[config.mk]
export PLATFORM = sky130hd
export DESIGN_NAME = char_lcd_refresh_sequencer
export DESIGN_NICKNAME = d
export VERILOG_FILES = /design/src/hdl/crls_pkg.sv /design/src/hdl/crls_line_mem.sv /design/src/hdl/crls_out_stage.sv /design/src/hdl/crls_sequencer.sv /design/src/hdl/char_lcd_refresh_sequencer.sv
export SDC_FILE = /design/constraint.sdc
export NUM_CORES = 1
export LEC_CHECK = 0
export BUFFER_PORTS_ARGS = -buffer_cell sky130_fd_sc_hd__buf_4
export CAP_MARGIN = 20
export CORE_ASPECT_RATIO = 1.2
export CORE_MARGIN = 3
export CORE_UTILIZATION = 32
export CTS_BUF_LIST = sky130_fd_sc_hd__clkbuf_16
export CTS_CLUSTER_DIAMETER = 200
export CTS_CLUSTER_SIZE = 16
export DETAILED_ROUTE_END_ITERATION = 8
export HOLD_SLACK_MARGIN = 0.08
export PLACE_DENSITY = 0.58
export SLEW_MARGIN = 20
export SYNTH_ARGS = -nofsm -noshare
export SYNTH_HDL_FRONTEND = slang
export SYNTH_HIERARCHICAL = 1
export SYNTH_SLANG_ARGS = --single-unit
export TNS_END_PERCENT = 50
[constraint.sdc]
create_clock -name clk -period 13.1 [get_ports clk]
set_input_delay 1.31 -clock clk [delete_from_list [all_inputs] [get_ports clk]]
set_output_delay 1.31 -clock clk [all_outputs]
set_load 0.02 [all_outputs]
[src/hdl/crls_pkg.sv]
// ----------------------------------------------------------------------------
// crls_pkg
// Shared types, constants and the control store of the LCD refresh sequencer.
// ----------------------------------------------------------------------------
package crls_pkg;

  localparam int COLUMNS_DEF = 16;
  localparam logic [7:0] MIN_GAP_RST = 8'd5;

  // Input operation codes.
  localparam logic [1:0] OP_TICK  = 2'd0;
  localparam logic [1:0] OP_WRITE = 2'd1;
  localparam logic [1:0] OP_REQ   = 2'd2;

  // Expander bit assignments and display commands.
  localparam logic [7:0] BIT_RS    = 8'h01;
  localparam logic [7:0] BIT_EN    = 8'h04;
  localparam logic [7:0] BIT_BL    = 8'h08;
  localparam logic [7:0] CMD_LINE1 = 8'h80;
  localparam logic [7:0] CMD_LINE2 = 8'hC0;
  localparam logic [7:0] NIB_MASK  = 8'hF0;
  localparam logic [7:0] CHR_SPACE = 8'h20;

  // Microcode addresses.
  localparam logic [1:0] UA_WAIT  = 2'd0;
  localparam logic [1:0] UA_CMD   = 2'd1;
  localparam logic [1:0] UA_CHAR  = 2'd2;
  localparam logic [1:0] UA_SPARE = 2'd3;

  // Emit selection of a control word.
  localparam logic [1:0] EM_NONE = 2'd0;
  localparam logic [1:0] EM_CMD  = 2'd1;
  localparam logic [1:0] EM_CHAR = 2'd2;

  // Jump conditions of a control word.
  localparam logic [1:0] J_DISPATCH = 2'd0;
  localparam logic [1:0] J_ON_FREE  = 2'd1;
  localparam logic [1:0] J_LINE_END = 2'd2;
  localparam logic [1:0] J_ALWAYS   = 2'd3;

  typedef struct packed {
    logic       take_in;
    logic [1:0] emit;
    logic [1:0] jcond;
    logic [1:0] jaddr;
  } uword_t;

  // Conditions the datapath reports to the sequencer.
  typedef struct packed {
    logic in_valid;
    logic line_go;
    logic out_free;
    logic col_last;
  } seq_stat_t;

  // Strobes the sequencer hands to the datapath.
  typedef struct packed {
    logic take_in;
    logic load_cmd;
    logic load_char;
  } seq_ctl_t;

  localparam uword_t UCODE [4] = '{
    '{1'b1, EM_NONE, J_DISPATCH, UA_CMD},
    '{1'b0, EM_CMD,  J_ON_FREE,  UA_CHAR},
    '{1'b0, EM_CHAR, J_LINE_END, UA_WAIT},
    '{1'b0, EM_NONE, J_ALWAYS,   UA_WAIT}
  };

  localparam logic [7:0] GREET_ONE [11] = '{
    8'h57, 8'h61, 8'h76, 8'h65, 8'h20, 8'h50, 8'h6C, 8'h61, 8'h79, 8'h65, 8'h72
  };
  localparam logic [7:0] GREET_TWO [5] = '{8'h52, 8'h65, 8'h61, 8'h64, 8'h79};

  // Power-up content of the line store at a flat position.
  function automatic logic [7:0] greet_byte(input int unsigned pos,
                                            input int unsigned cols);
    int unsigned idx;
    logic [7:0]  res;
    res = CHR_SPACE;
    if (pos < cols) begin
      idx = pos;
      if (idx < 11) res = GREET_ONE[idx];
    end else begin
      idx = pos - cols;
      if (idx < 5) res = GREET_TWO[idx];
    end
    return res;
  endfunction

endpackage

[src/hdl/crls_line_mem.sv]
// ----------------------------------------------------------------------------
// crls_line_mem
// Two-line character store with a registered read port; unwritten entries
// read back as the greeting text.
// ----------------------------------------------------------------------------
module crls_line_mem #(
  parameter int COLUMNS = crls_pkg::COLUMNS_DEF,
  parameter int AW      = $clog2(2 * COLUMNS)
) (
  input  logic          clk,
  input  logic          rst_n,
  input  logic          wr_en,
  input  logic [AW-1:0] wr_addr,
  input  logic [7:0]    wr_data,
  input  logic          rd_en,
  input  logic [AW-1:0] rd_addr,
  output logic [7:0]    rd_data
);
  import crls_pkg::*;

  localparam int DEPTH = 2 * COLUMNS;

  logic [7:0]    mem [DEPTH];
  logic [DEPTH-1:0] wrt_r;
  logic [7:0]    data_r;
  logic          wrt_q_r;
  logic [AW-1:0] addr_q_r;

  always_ff @(posedge clk) begin
    if (!rst_n) begin
      wrt_r <= '0;
    end else if (wr_en) begin
      wrt_r[wr_addr] <= 1'b1;
    end
  end

  always_ff @(posedge clk) begin
    if (wr_en) begin
      mem[wr_addr] <= wr_data;
    end
  end

  always_ff @(posedge clk) begin
    if (rd_en) begin
      data_r   <= mem[rd_addr];
      wrt_q_r  <= wrt_r[rd_addr];
      addr_q_r <= rd_addr;
    end
  end

  assign rd_data = wrt_q_r ? data_r
                           : greet_byte(int'(addr_q_r), COLUMNS);

endmodule

[src/hdl/crls_out_stage.sv]
// ----------------------------------------------------------------------------
// crls_out_stage
// Output register that expands one transfer into its six expander bytes.
// ----------------------------------------------------------------------------
module crls_out_stage (
  input  logic       clk,
  input  logic       rst_n,
  input  logic       load,
  input  logic [7:0] value,
  input  logic       is_data,
  input  logic       fin,
  output logic       free,
  output logic       out_valid,
  input  logic       out_ready,
  output logic [7:0] out_hi_setup,
  output logic [7:0] out_hi_strobe,
  output logic [7:0] out_hi_release,
  output logic [7:0] out_lo_setup,
  output logic [7:0] out_lo_strobe,
  output logic [7:0] out_lo_release,
  output logic       out_last
);
  import crls_pkg::*;

  logic       vld_r, vld_nxt;
  logic [7:0] hi_r, lo_r;
  logic       last_r;
  logic [7:0] base;

  assign free = !vld_r || out_ready;
  assign base = BIT_BL | (is_data ? BIT_RS : 8'h00);

  always_comb begin
    vld_nxt = vld_r;
    if (load) begin
      vld_nxt = 1'b1;
    end else if (out_ready) begin
      vld_nxt = 1'b0;
    end
  end

  always_ff @(posedge clk) begin
    if (!rst_n) begin
      vld_r <= 1'b0;
    end else begin
      vld_r <= vld_nxt;
    end
  end

  always_ff @(posedge clk) begin
    if (load) begin
      hi_r   <= (value & NIB_MASK) | base;
      lo_r   <= {value[3:0], 4'h0} | base;
      last_r <= fin;
    end
  end

  assign out_valid      = vld_r;
  assign out_hi_setup   = hi_r;
  assign out_hi_strobe  = hi_r | BIT_EN;
  assign out_hi_release = hi_r & ~BIT_EN;
  assign out_lo_setup   = lo_r;
  assign out_lo_strobe  = lo_r | BIT_EN;
  assign out_lo_release = lo_r & ~BIT_EN;
  assign out_last       = last_r;

endmodule

[src/hdl/crls_sequencer.sv]
// ----------------------------------------------------------------------------
// crls_sequencer
// Microprogram counter and control store; turns control words and datapath
// conditions into strobes.
// ----------------------------------------------------------------------------
module crls_sequencer (
  input  logic                clk,
  input  logic                rst_n,
  input  crls_pkg::seq_stat_t stat,
  output crls_pkg::seq_ctl_t  ctl
);
  import crls_pkg::*;

  logic [1:0] upc_r, upc_nxt;
  uword_t     uw;

  assign uw = UCODE[upc_r];

  always_comb begin
    upc_nxt = upc_r;
    case (uw.jcond)
      J_DISPATCH: begin
        if (stat.in_valid && stat.line_go) upc_nxt = uw.jaddr;
      end
      J_ON_FREE: begin
        if (stat.out_free) upc_nxt = uw.jaddr;
      end
      J_LINE_END: begin
        if (stat.out_free && stat.col_last) upc_nxt = uw.jaddr;
      end
      default: begin
        upc_nxt = uw.jaddr;
      end
    endcase
  end

  always_ff @(posedge clk) begin
    if (!rst_n) begin
      upc_r <= UA_WAIT;
    end else begin
      upc_r <= upc_nxt;
    end
  end

  assign ctl.take_in   = uw.take_in;
  assign ctl.load_cmd  = (uw.emit == EM_CMD) && stat.out_free;
  assign ctl.load_char = (uw.emit == EM_CHAR) && stat.out_free;

`ifndef ASSERT_OFF
  a_spare_unused: assert property (@(posedge clk) disable iff (!rst_n)
    upc_r != UA_SPARE)
    else $error("sequencer reached the spare step");
`endif

endmodule

[src/hdl/char_lcd_refresh_sequencer.sv]
// ----------------------------------------------------------------------------
// char_lcd_refresh_sequencer
// Refreshes a two-line character display through a port expander: keeps the
// line buffers and emits cursor and character transfers on timed ticks.
// ----------------------------------------------------------------------------
//  Channel  Direction  Signals                                Handshake
//  in       input      in_op in_now_ms in_line_sel in_column  in_valid/in_ready
//                      in_char_code
//  out      output     out_hi_* out_lo_* out_last             out_valid/out_ready
//  cfg      input      cfg_min_gap_ms                         cfg_we
//
// A write, a request or a tick that starts no line is accepted with no transfer.
// A tick that starts a line phase is accepted, then sends one transfer per cycle
// while the output register is free (cursor command, then COLUMNS characters),
// paced by the output register and the one read port of the line store.
// The input is not ready while a line phase is being sent; a stalled output
// holds the sequencer in place. Reset is synchronous, with no clearing pass.
// ----------------------------------------------------------------------------
module char_lcd_refresh_sequencer #(
  parameter int COLUMNS = crls_pkg::COLUMNS_DEF
) (
  input  logic        clk,
  input  logic        rst_n,
  input  logic        in_valid,
  output logic        in_ready,
  input  logic [1:0]  in_op,
  input  logic [31:0] in_now_ms,
  input  logic        in_line_sel,
  input  logic [3:0]  in_column,
  input  logic [7:0]  in_char_code,
  output logic        out_valid,
  input  logic        out_ready,
  output logic [7:0]  out_hi_setup,
  output logic [7:0]  out_hi_strobe,
  output logic [7:0]  out_hi_release,
  output logic [7:0]  out_lo_setup,
  output logic [7:0]  out_lo_strobe,
  output logic [7:0]  out_lo_release,
  output logic        out_last,
  input  logic        cfg_we,
  input  logic [7:0]  cfg_min_gap_ms
);
  import crls_pkg::*;

  localparam int AW = $clog2(2 * COLUMNS);
  localparam int CW = $clog2(COLUMNS);

  localparam logic [1:0] PH_IDLE  = 2'd0;
  localparam logic [1:0] PH_LINE1 = 2'd1;
  localparam logic [1:0] PH_LINE2 = 2'd2;

  seq_stat_t stat;
  seq_ctl_t  ctl;

  logic [7:0]    min_gap_r;
  logic          pending_r, pending_nxt;
  logic [31:0]   last_r;
  logic [1:0]    phase_r, phase_nxt;
  logic          line_r, line_nxt;
  logic [CW-1:0] col_r, col_nxt;

  logic          in_fire, tick_go, col_ok, col_last, out_free;
  logic [31:0]   elapsed;
  logic [AW-1:0] wr_addr, rd_addr;
  logic [7:0]    rd_data, out_value;

  assign in_ready = ctl.take_in;
  assign in_fire  = in_valid && in_ready;
  assign elapsed  = in_now_ms - last_r;
  assign tick_go  = (in_op == OP_TICK) && pending_r && (elapsed >= {24'd0, min_gap_r});
  assign col_ok   = {28'd0, in_column} < 32'(COLUMNS);
  assign col_last = col_r == CW'(COLUMNS - 1);

  assign stat.in_valid = in_valid;
  assign stat.line_go  = tick_go && (phase_r == PH_LINE1 || phase_r == PH_LINE2);
  assign stat.out_free = out_free;
  assign stat.col_last = col_last;

  crls_sequencer u_seq (
    .clk  (clk),
    .rst_n(rst_n),
    .stat (stat),
    .ctl  (ctl)
  );

  always_comb begin
    pending_nxt = pending_r;
    phase_nxt   = phase_r;
    line_nxt    = line_r;
    if (in_fire) begin
      case (in_op)
        OP_WRITE, OP_REQ: begin
          pending_nxt = 1'b1;
        end
        OP_TICK: begin
          if (tick_go) begin
            case (phase_r)
              PH_LINE1: begin
                phase_nxt = PH_LINE2;
                line_nxt  = 1'b0;
              end
              PH_LINE2: begin
                phase_nxt   = PH_IDLE;
                pending_nxt = 1'b0;
                line_nxt    = 1'b1;
              end
              default: begin
                phase_nxt = PH_LINE1;
              end
            endcase
          end
        end
        default: begin
        end
      endcase
    end
  end

  always_ff @(posedge clk) begin
    if (!rst_n) begin
      min_gap_r <= MIN_GAP_RST;
      pending_r <= 1'b1;
      last_r    <= '0;
      phase_r   <= PH_IDLE;
      line_r    <= 1'b0;
      col_r     <= '0;
    end else begin
      if (cfg_we) min_gap_r <= cfg_min_gap_ms;
      if (in_fire && tick_go) last_r <= in_now_ms;
      pending_r <= pending_nxt;
      phase_r   <= phase_nxt;
      line_r    <= line_nxt;
      col_r     <= col_nxt;
    end
  end

  // The read for the next character goes out while the current one is sent.
  always_comb begin
    col_nxt = col_r;
    if (ctl.load_cmd) begin
      col_nxt = '0;
    end else if (ctl.load_char && !col_last) begin
      col_nxt = col_r + 1'b1;
    end
  end

  assign rd_addr = line_r ? AW'(COLUMNS) + AW'(col_nxt) : AW'(col_nxt);
  assign wr_addr = in_line_sel ? AW'(COLUMNS) + AW'(in_column) : AW'(in_column);

  crls_line_mem #(
    .COLUMNS(COLUMNS),
    .AW     (AW)
  ) u_mem (
    .clk    (clk),
    .rst_n  (rst_n),
    .wr_en  (in_fire && (in_op == OP_WRITE) && col_ok),
    .wr_addr(wr_addr),
    .wr_data(in_char_code),
    .rd_en  (ctl.load_cmd || (ctl.load_char && !col_last)),
    .rd_addr(rd_addr),
    .rd_data(rd_data)
  );

  assign out_value = ctl.load_cmd ? (line_r ? CMD_LINE2 : CMD_LINE1) : rd_data;

  crls_out_stage u_out (
    .clk           (clk),
    .rst_n         (rst_n),
    .load          (ctl.load_cmd || ctl.load_char),
    .value         (out_value),
    .is_data       (ctl.load_char),
    .fin           (ctl.load_char && col_last),
    .free          (out_free),
    .out_valid     (out_valid),
    .out_ready     (out_ready),
    .out_hi_setup  (out_hi_setup),
    .out_hi_strobe (out_hi_strobe),
    .out_hi_release(out_hi_release),
    .out_lo_setup  (out_lo_setup),
    .out_lo_strobe (out_lo_strobe),
    .out_lo_release(out_lo_release),
    .out_last      (out_last)
  );

`ifndef ASSERT_OFF
  a_no_take_while_sending: assert property (@(posedge clk) disable iff (!rst_n)
    in_ready |-> !(ctl.load_cmd || ctl.load_char))
    else $error("input taken while a line phase is being sent");

  a_ready_after_line: assert property (@(posedge clk) disable iff (!rst_n)
    (ctl.load_char && col_last) |=> in_ready)
    else $error("sequencer did not return to wait after the last character");

  a_phase_on_tick: assert property (@(posedge clk) disable iff (!rst_n)
    !(in_fire && in_op == OP_TICK) |=> $stable(phase_r))
    else $error("phase moved without an accepted tick");

  a_pending_clear: assert property (@(posedge clk) disable iff (!rst_n)
    (pending_r && !pending_nxt) |-> (phase_r == PH_LINE2))
    else $error("refresh flag cleared outside the second line phase");
`endif

endmodule
==> flow_metrics.py <==
metrics = {
    "setup_path": {
        "critPathMaxStageDelay_ps": 450,
        "reg2reg_depth": 19,
        "cp_data_arrival_time_ps": 5740,
        "crit_family": "simple AND/OR/NAND/NOR gates",
        "slowest_stage": "fa_1",
        "end_kind": "register",
        "crit_buf_inv": 3,
        "crit_fanout": 33,
        "r2r_slack_ps": 8290,
        "cp.depth": 20,
        "required_ps": 13520,
        "crit_type": "input pin to register",
        "critPathLaunchType": "input pin",
        "crit_chain": "buf_4, inv_1, ha_1, fa_1, nor2b_1, o2111ai_1, nand2_1, xor2_1, ha_1, and4_1, a221oi_1, o211ai_1, a2111oi_0, o2111ai_1, nor4_1, nand4_1, nor4b_4, nor3_4, buf_4, mux2i_1",
        "worstReg2RegEnd": "last_r[15]",
        "reg2reg_from": "last_r[4]",
    },
    "floorplanning": {
        "initial_core_util": 0.3267,
        "die_w_um": 216.2,
        "num_rows": 91,
        "die_area_sq_um": 55810,
        "die_y_um": 258.2,
        "core_sq_um": 51920,
        "io_pins": 111,
    },
    "hold_path": {
        "worstHoldStart": "last_r[10]",
        "worstHoldEndpoint": "last_r[10]",
        "hold_depth": 2,
        "hp-class": "register to register",
    },
    "grt": {
        "grt-ovfl-total": 0,
        "grt_pass1_wl_um": 57820,
        "antenna_found_initial": 0,
        "grt_pass1_vias": 9849,
        "track_usage": 0.1312,
        "grt_max_degree": 99,
    },
    "pwr": {
        "powerDensity_nw_per_um2": 114.4,
        "p_leak_uw": 0.006244,
        "ir_worst_vdd_mv": 0.07102,
    },
    "placement": {
        "io_buffers": 92,
        "gp_congestion": 0.8748,
        "hpwlAfterDp_um": 25510,
        "postPlaceCellArea_sq_um": 18100,
    },
    "finish": {
        "num-fill-cells": 4986,
        "multiInputGateArea_sq_um": 6216,
        "drive_above_1_share": 0.1969,
        "antenna_cells": 0,
        "area_growth_pct": 11.46,
        "layout.nets": 1371,
        "fin_area_sq_um": 18910,
        "regArea_sq_um": 10070,
    },
    "sta": {
        "fin_crit_sh": 0.4065,
        "rsz0062_at_grt": "no",
        "fmax_mhz": 187.8,
        "slew_viol_final": 0,
        "finalCriticalPeriod_ps": 5326,
        "skew_ps": 18.34,
        "maxSlewHeadroom": 0.3109,
        "worst_slew_pin_slew_ps": 1030,
        "hold_viol": 0,
        "setup_tns_ps": 0,
        "setup_viol_count_final": 0,
    },
    "drt": {
        "ant_nets": 0,
        "topRoutingLayerUsed": "met4",
        "vias": 9893,
        "wl_met3_um": 1955,
        "route.met2.wl_um": 18200,
        "drt_wl_total_um": 37480,
        "drt_iter0_markers": 720,
        "wl_per_cell_um": 18.96,
        "m1WireLength_um": 16610,
        "vias_per_cell": 5.004,
        "drc": 0,
        "drtPass1Iterations": 5,
    },
    "clocking": {
        "cts_num_sinks": 363,
        "ctsHoldBuffers": 0,
        "postCtsSetupBuffers": 0,
        "numCtsBuffers": 26,
        "clock-root-buffer": "clkbuf_16",
        "cts_tree": "built",
        "postCtsResizedCells": 0,
        "htreeDepth": 1,
        "clockBufferDepth": 3,
        "clkTransAtPathRegs_ps": 70,
        "worstSkewPairLatency_ps": 570,
    },
    "yosys": {
        "ys_seq_elements": 363,
        "yosysWarningCount": 6,
        "synth_edf_count": 280,
        "yosysUniqueCellTypes": 74,
        "async_flop_share": 0,
        "seq_area_frac_synth": 0.5937,
        "postSynthCellCount": 1206,
        "postSynthAreaPerCell_sq_um": 14.06,
        "ys.flop_type": "edfxtp_1",
        "syn-cell-area_sq_um": 16960,
    },
    "run": {
        "maxCapViolCount": 0,
    },
    "status": {
        "status": "completed",
    },
}
routing by layer:
metal | track usage | up-vias
met5 | 0 | -
met4 | 0.03448 | 0
met3 | 0.01871 | 40
met2 | 0.2215 | 259
met1 | 0.1782 | 4968
li1 | - | 4626
flip-flops by register name, summed over array words and instances (netlist names):
| name | count |
|---|---|
| col_r | 4 |
| u_mem/data_r | 8 |
| pending_r | 1 |
| u_seq/upc_r | 2 |
| u_mem/wrt_r | 32 |
| u_mem/addr_q_r | 5 |
| u_out/out_last | 1 |
| line_r | 1 |
| u_out/out_hi_setup | 5 |
| phase_r | 2 |
| u_mem/wrt_q_r | 1 |
| min_gap_r | 8 |
| u_out/out_lo_setup | 4 |
| u_mem/mem | 256 |
| u_out/out_valid | 1 |
| last_r | 32 |
worst reg2reg max path, cell delays in order (launching register included):
cell       delay (ps)
dfxtp_1           340
inv_1              50
ha_1              340
a21o_1            220
a31o_1            220
or2_2             320
a31oi_1           200
xnor2_1           140
ha_1              260
and4_1            190
a221oi_1          260
o211ai_1          130
a2111oi_0         420
o2111ai_1         180
nor4_1            200
nand4_1           200
nor4b_4           440
nor3_4             40
buf_4             310
mux2i_1           230
cells in the final DEF (no fill, tap or decap), drive strengths merged, types with 3 or more instances in the layout:
master and n:
a2111oi 3, a211oi 12, a21boi 7, a21o 11
a21oi 44, a2bb2oi 4, a31oi 5, and2 7
and3 3, buf 101, clkbuf 26, conb 18
dfxtp 83, edfxtp 280, ha 49, inv 75
mux2 11, mux2i 43, mux4 90, nand2 115
nand2b 5, nand3 16, nand3b 7, nand4 8
nor2 62, nor2b 18, nor3 10, nor3b 5
nor4 3, o2111ai 5, o211ai 8, o21a 42
o21ai 32, o21bai 4, o221ai 3, o31ai 5
or2 7, or3 9, xnor2 8, xor2 6
per-stage QoR:
step	hold WS (ps)	util	setup slack (ps)	instances	power [uW]
2_1_floorplan	434.7	-	7936	1222	1388
3_3_place_gp	440.5	0.3487	7297	1928	1445
3_5_place_dp	448.3	0.3487	7213	1928	1447
4_1_cts	463.8	0.3633	7821	1975	2194
5_1_grt	475.6	0.3641	7456	1977	2254
6_report	458.8	0.3641	7774	1977	2162
cell type report:
cell class / instances / share of cell area
flip-flops and latches: 363 / 0.5326
multi-input cells: 713 / 0.3288
well taps: 697 / 0.04613
repair buffers: 101 / 0.04116
clock buffers: 26 / 0.03441
inverters: 56 / 0.01112
clock inverters: 21 / 0.005758
where the power goes:
part | total, uW | internal [uW] | switching (uW) | leakage, uW
Combinational | 173 | 64.4 | 109 | 0.00262
Sequential | 1250 | 1240 | 4.14 | 0.00319
Clock | 741 | 362 | 379 | 0.000433
cell usage after synthesis, types with 4 or more instances:
library cell	number	area share
a21boi_0	6	0.0027
o2111ai_1	5	0.0026
nand4_1	8	0.0030
buf_1	9	0.0020
nor3_1	9	0.0027
o21ai_0	29	0.0086
o211ai_1	8	0.0035
or2_2	6	0.0022
nand3b_1	7	0.0031
clkbuf_1	23	0.0051
mux4_2	90	0.12
a21o_1	11	0.0049
nand2b_1	4	0.0015
o21bai_1	4	0.0018
a2bb2oi_1	4	0.0021
inv_1	56	0.012
a31oi_1	5	0.0018
a21oi_1	44	0.013
buf_4	49	0.022
and2_1	7	0.0026
nor2_1	62	0.014
o31ai_1	5	0.0022
mux2i_1	43	0.025
dfxtp_1	83	0.098
buf_6	4	0.0027
xor2_1	6	0.0031
a211oi_1	12	0.0053
o21a_1	42	0.019
xnor2_1	8	0.0041
mux2_2	11	0.0073
ha_1	49	0.036
edfxtp_1	280	0.50
buf_2	5	0.0015
nand3_1	16	0.0047
nor3b_1	5	0.0022
or3_1	8	0.0030
nor2b_1	18	0.0066
nand2_1	115	0.025
logic make-up after synthesis:
family	share of synthesized area
flops	0.5937
simple gates	0.08225
compound gates	0.08159
buf+inv	0.04529
mux	0.1522
fa+ha+maj	0.03733
xor+xnor	0.007229
other cells	0.0004428
how the worst max path moves through the flow:
stage / start / end / slack (ps)
floorplan: in_now_ms[4] / u_seq/upc_r[0] / 7940
CTS: in_now_ms[0] / last_r[15] / 7820
detailed placement: in_now_ms[0] / last_r[15] / 7210
finish: in_now_ms[0] / last_r[15] / 7770
global placement: in_now_ms[4] / last_r[11] / 7300
global route: in_now_ms[0] / last_r[15] / 7460
No activity file was read; power rests on OpenSTA's default activity.
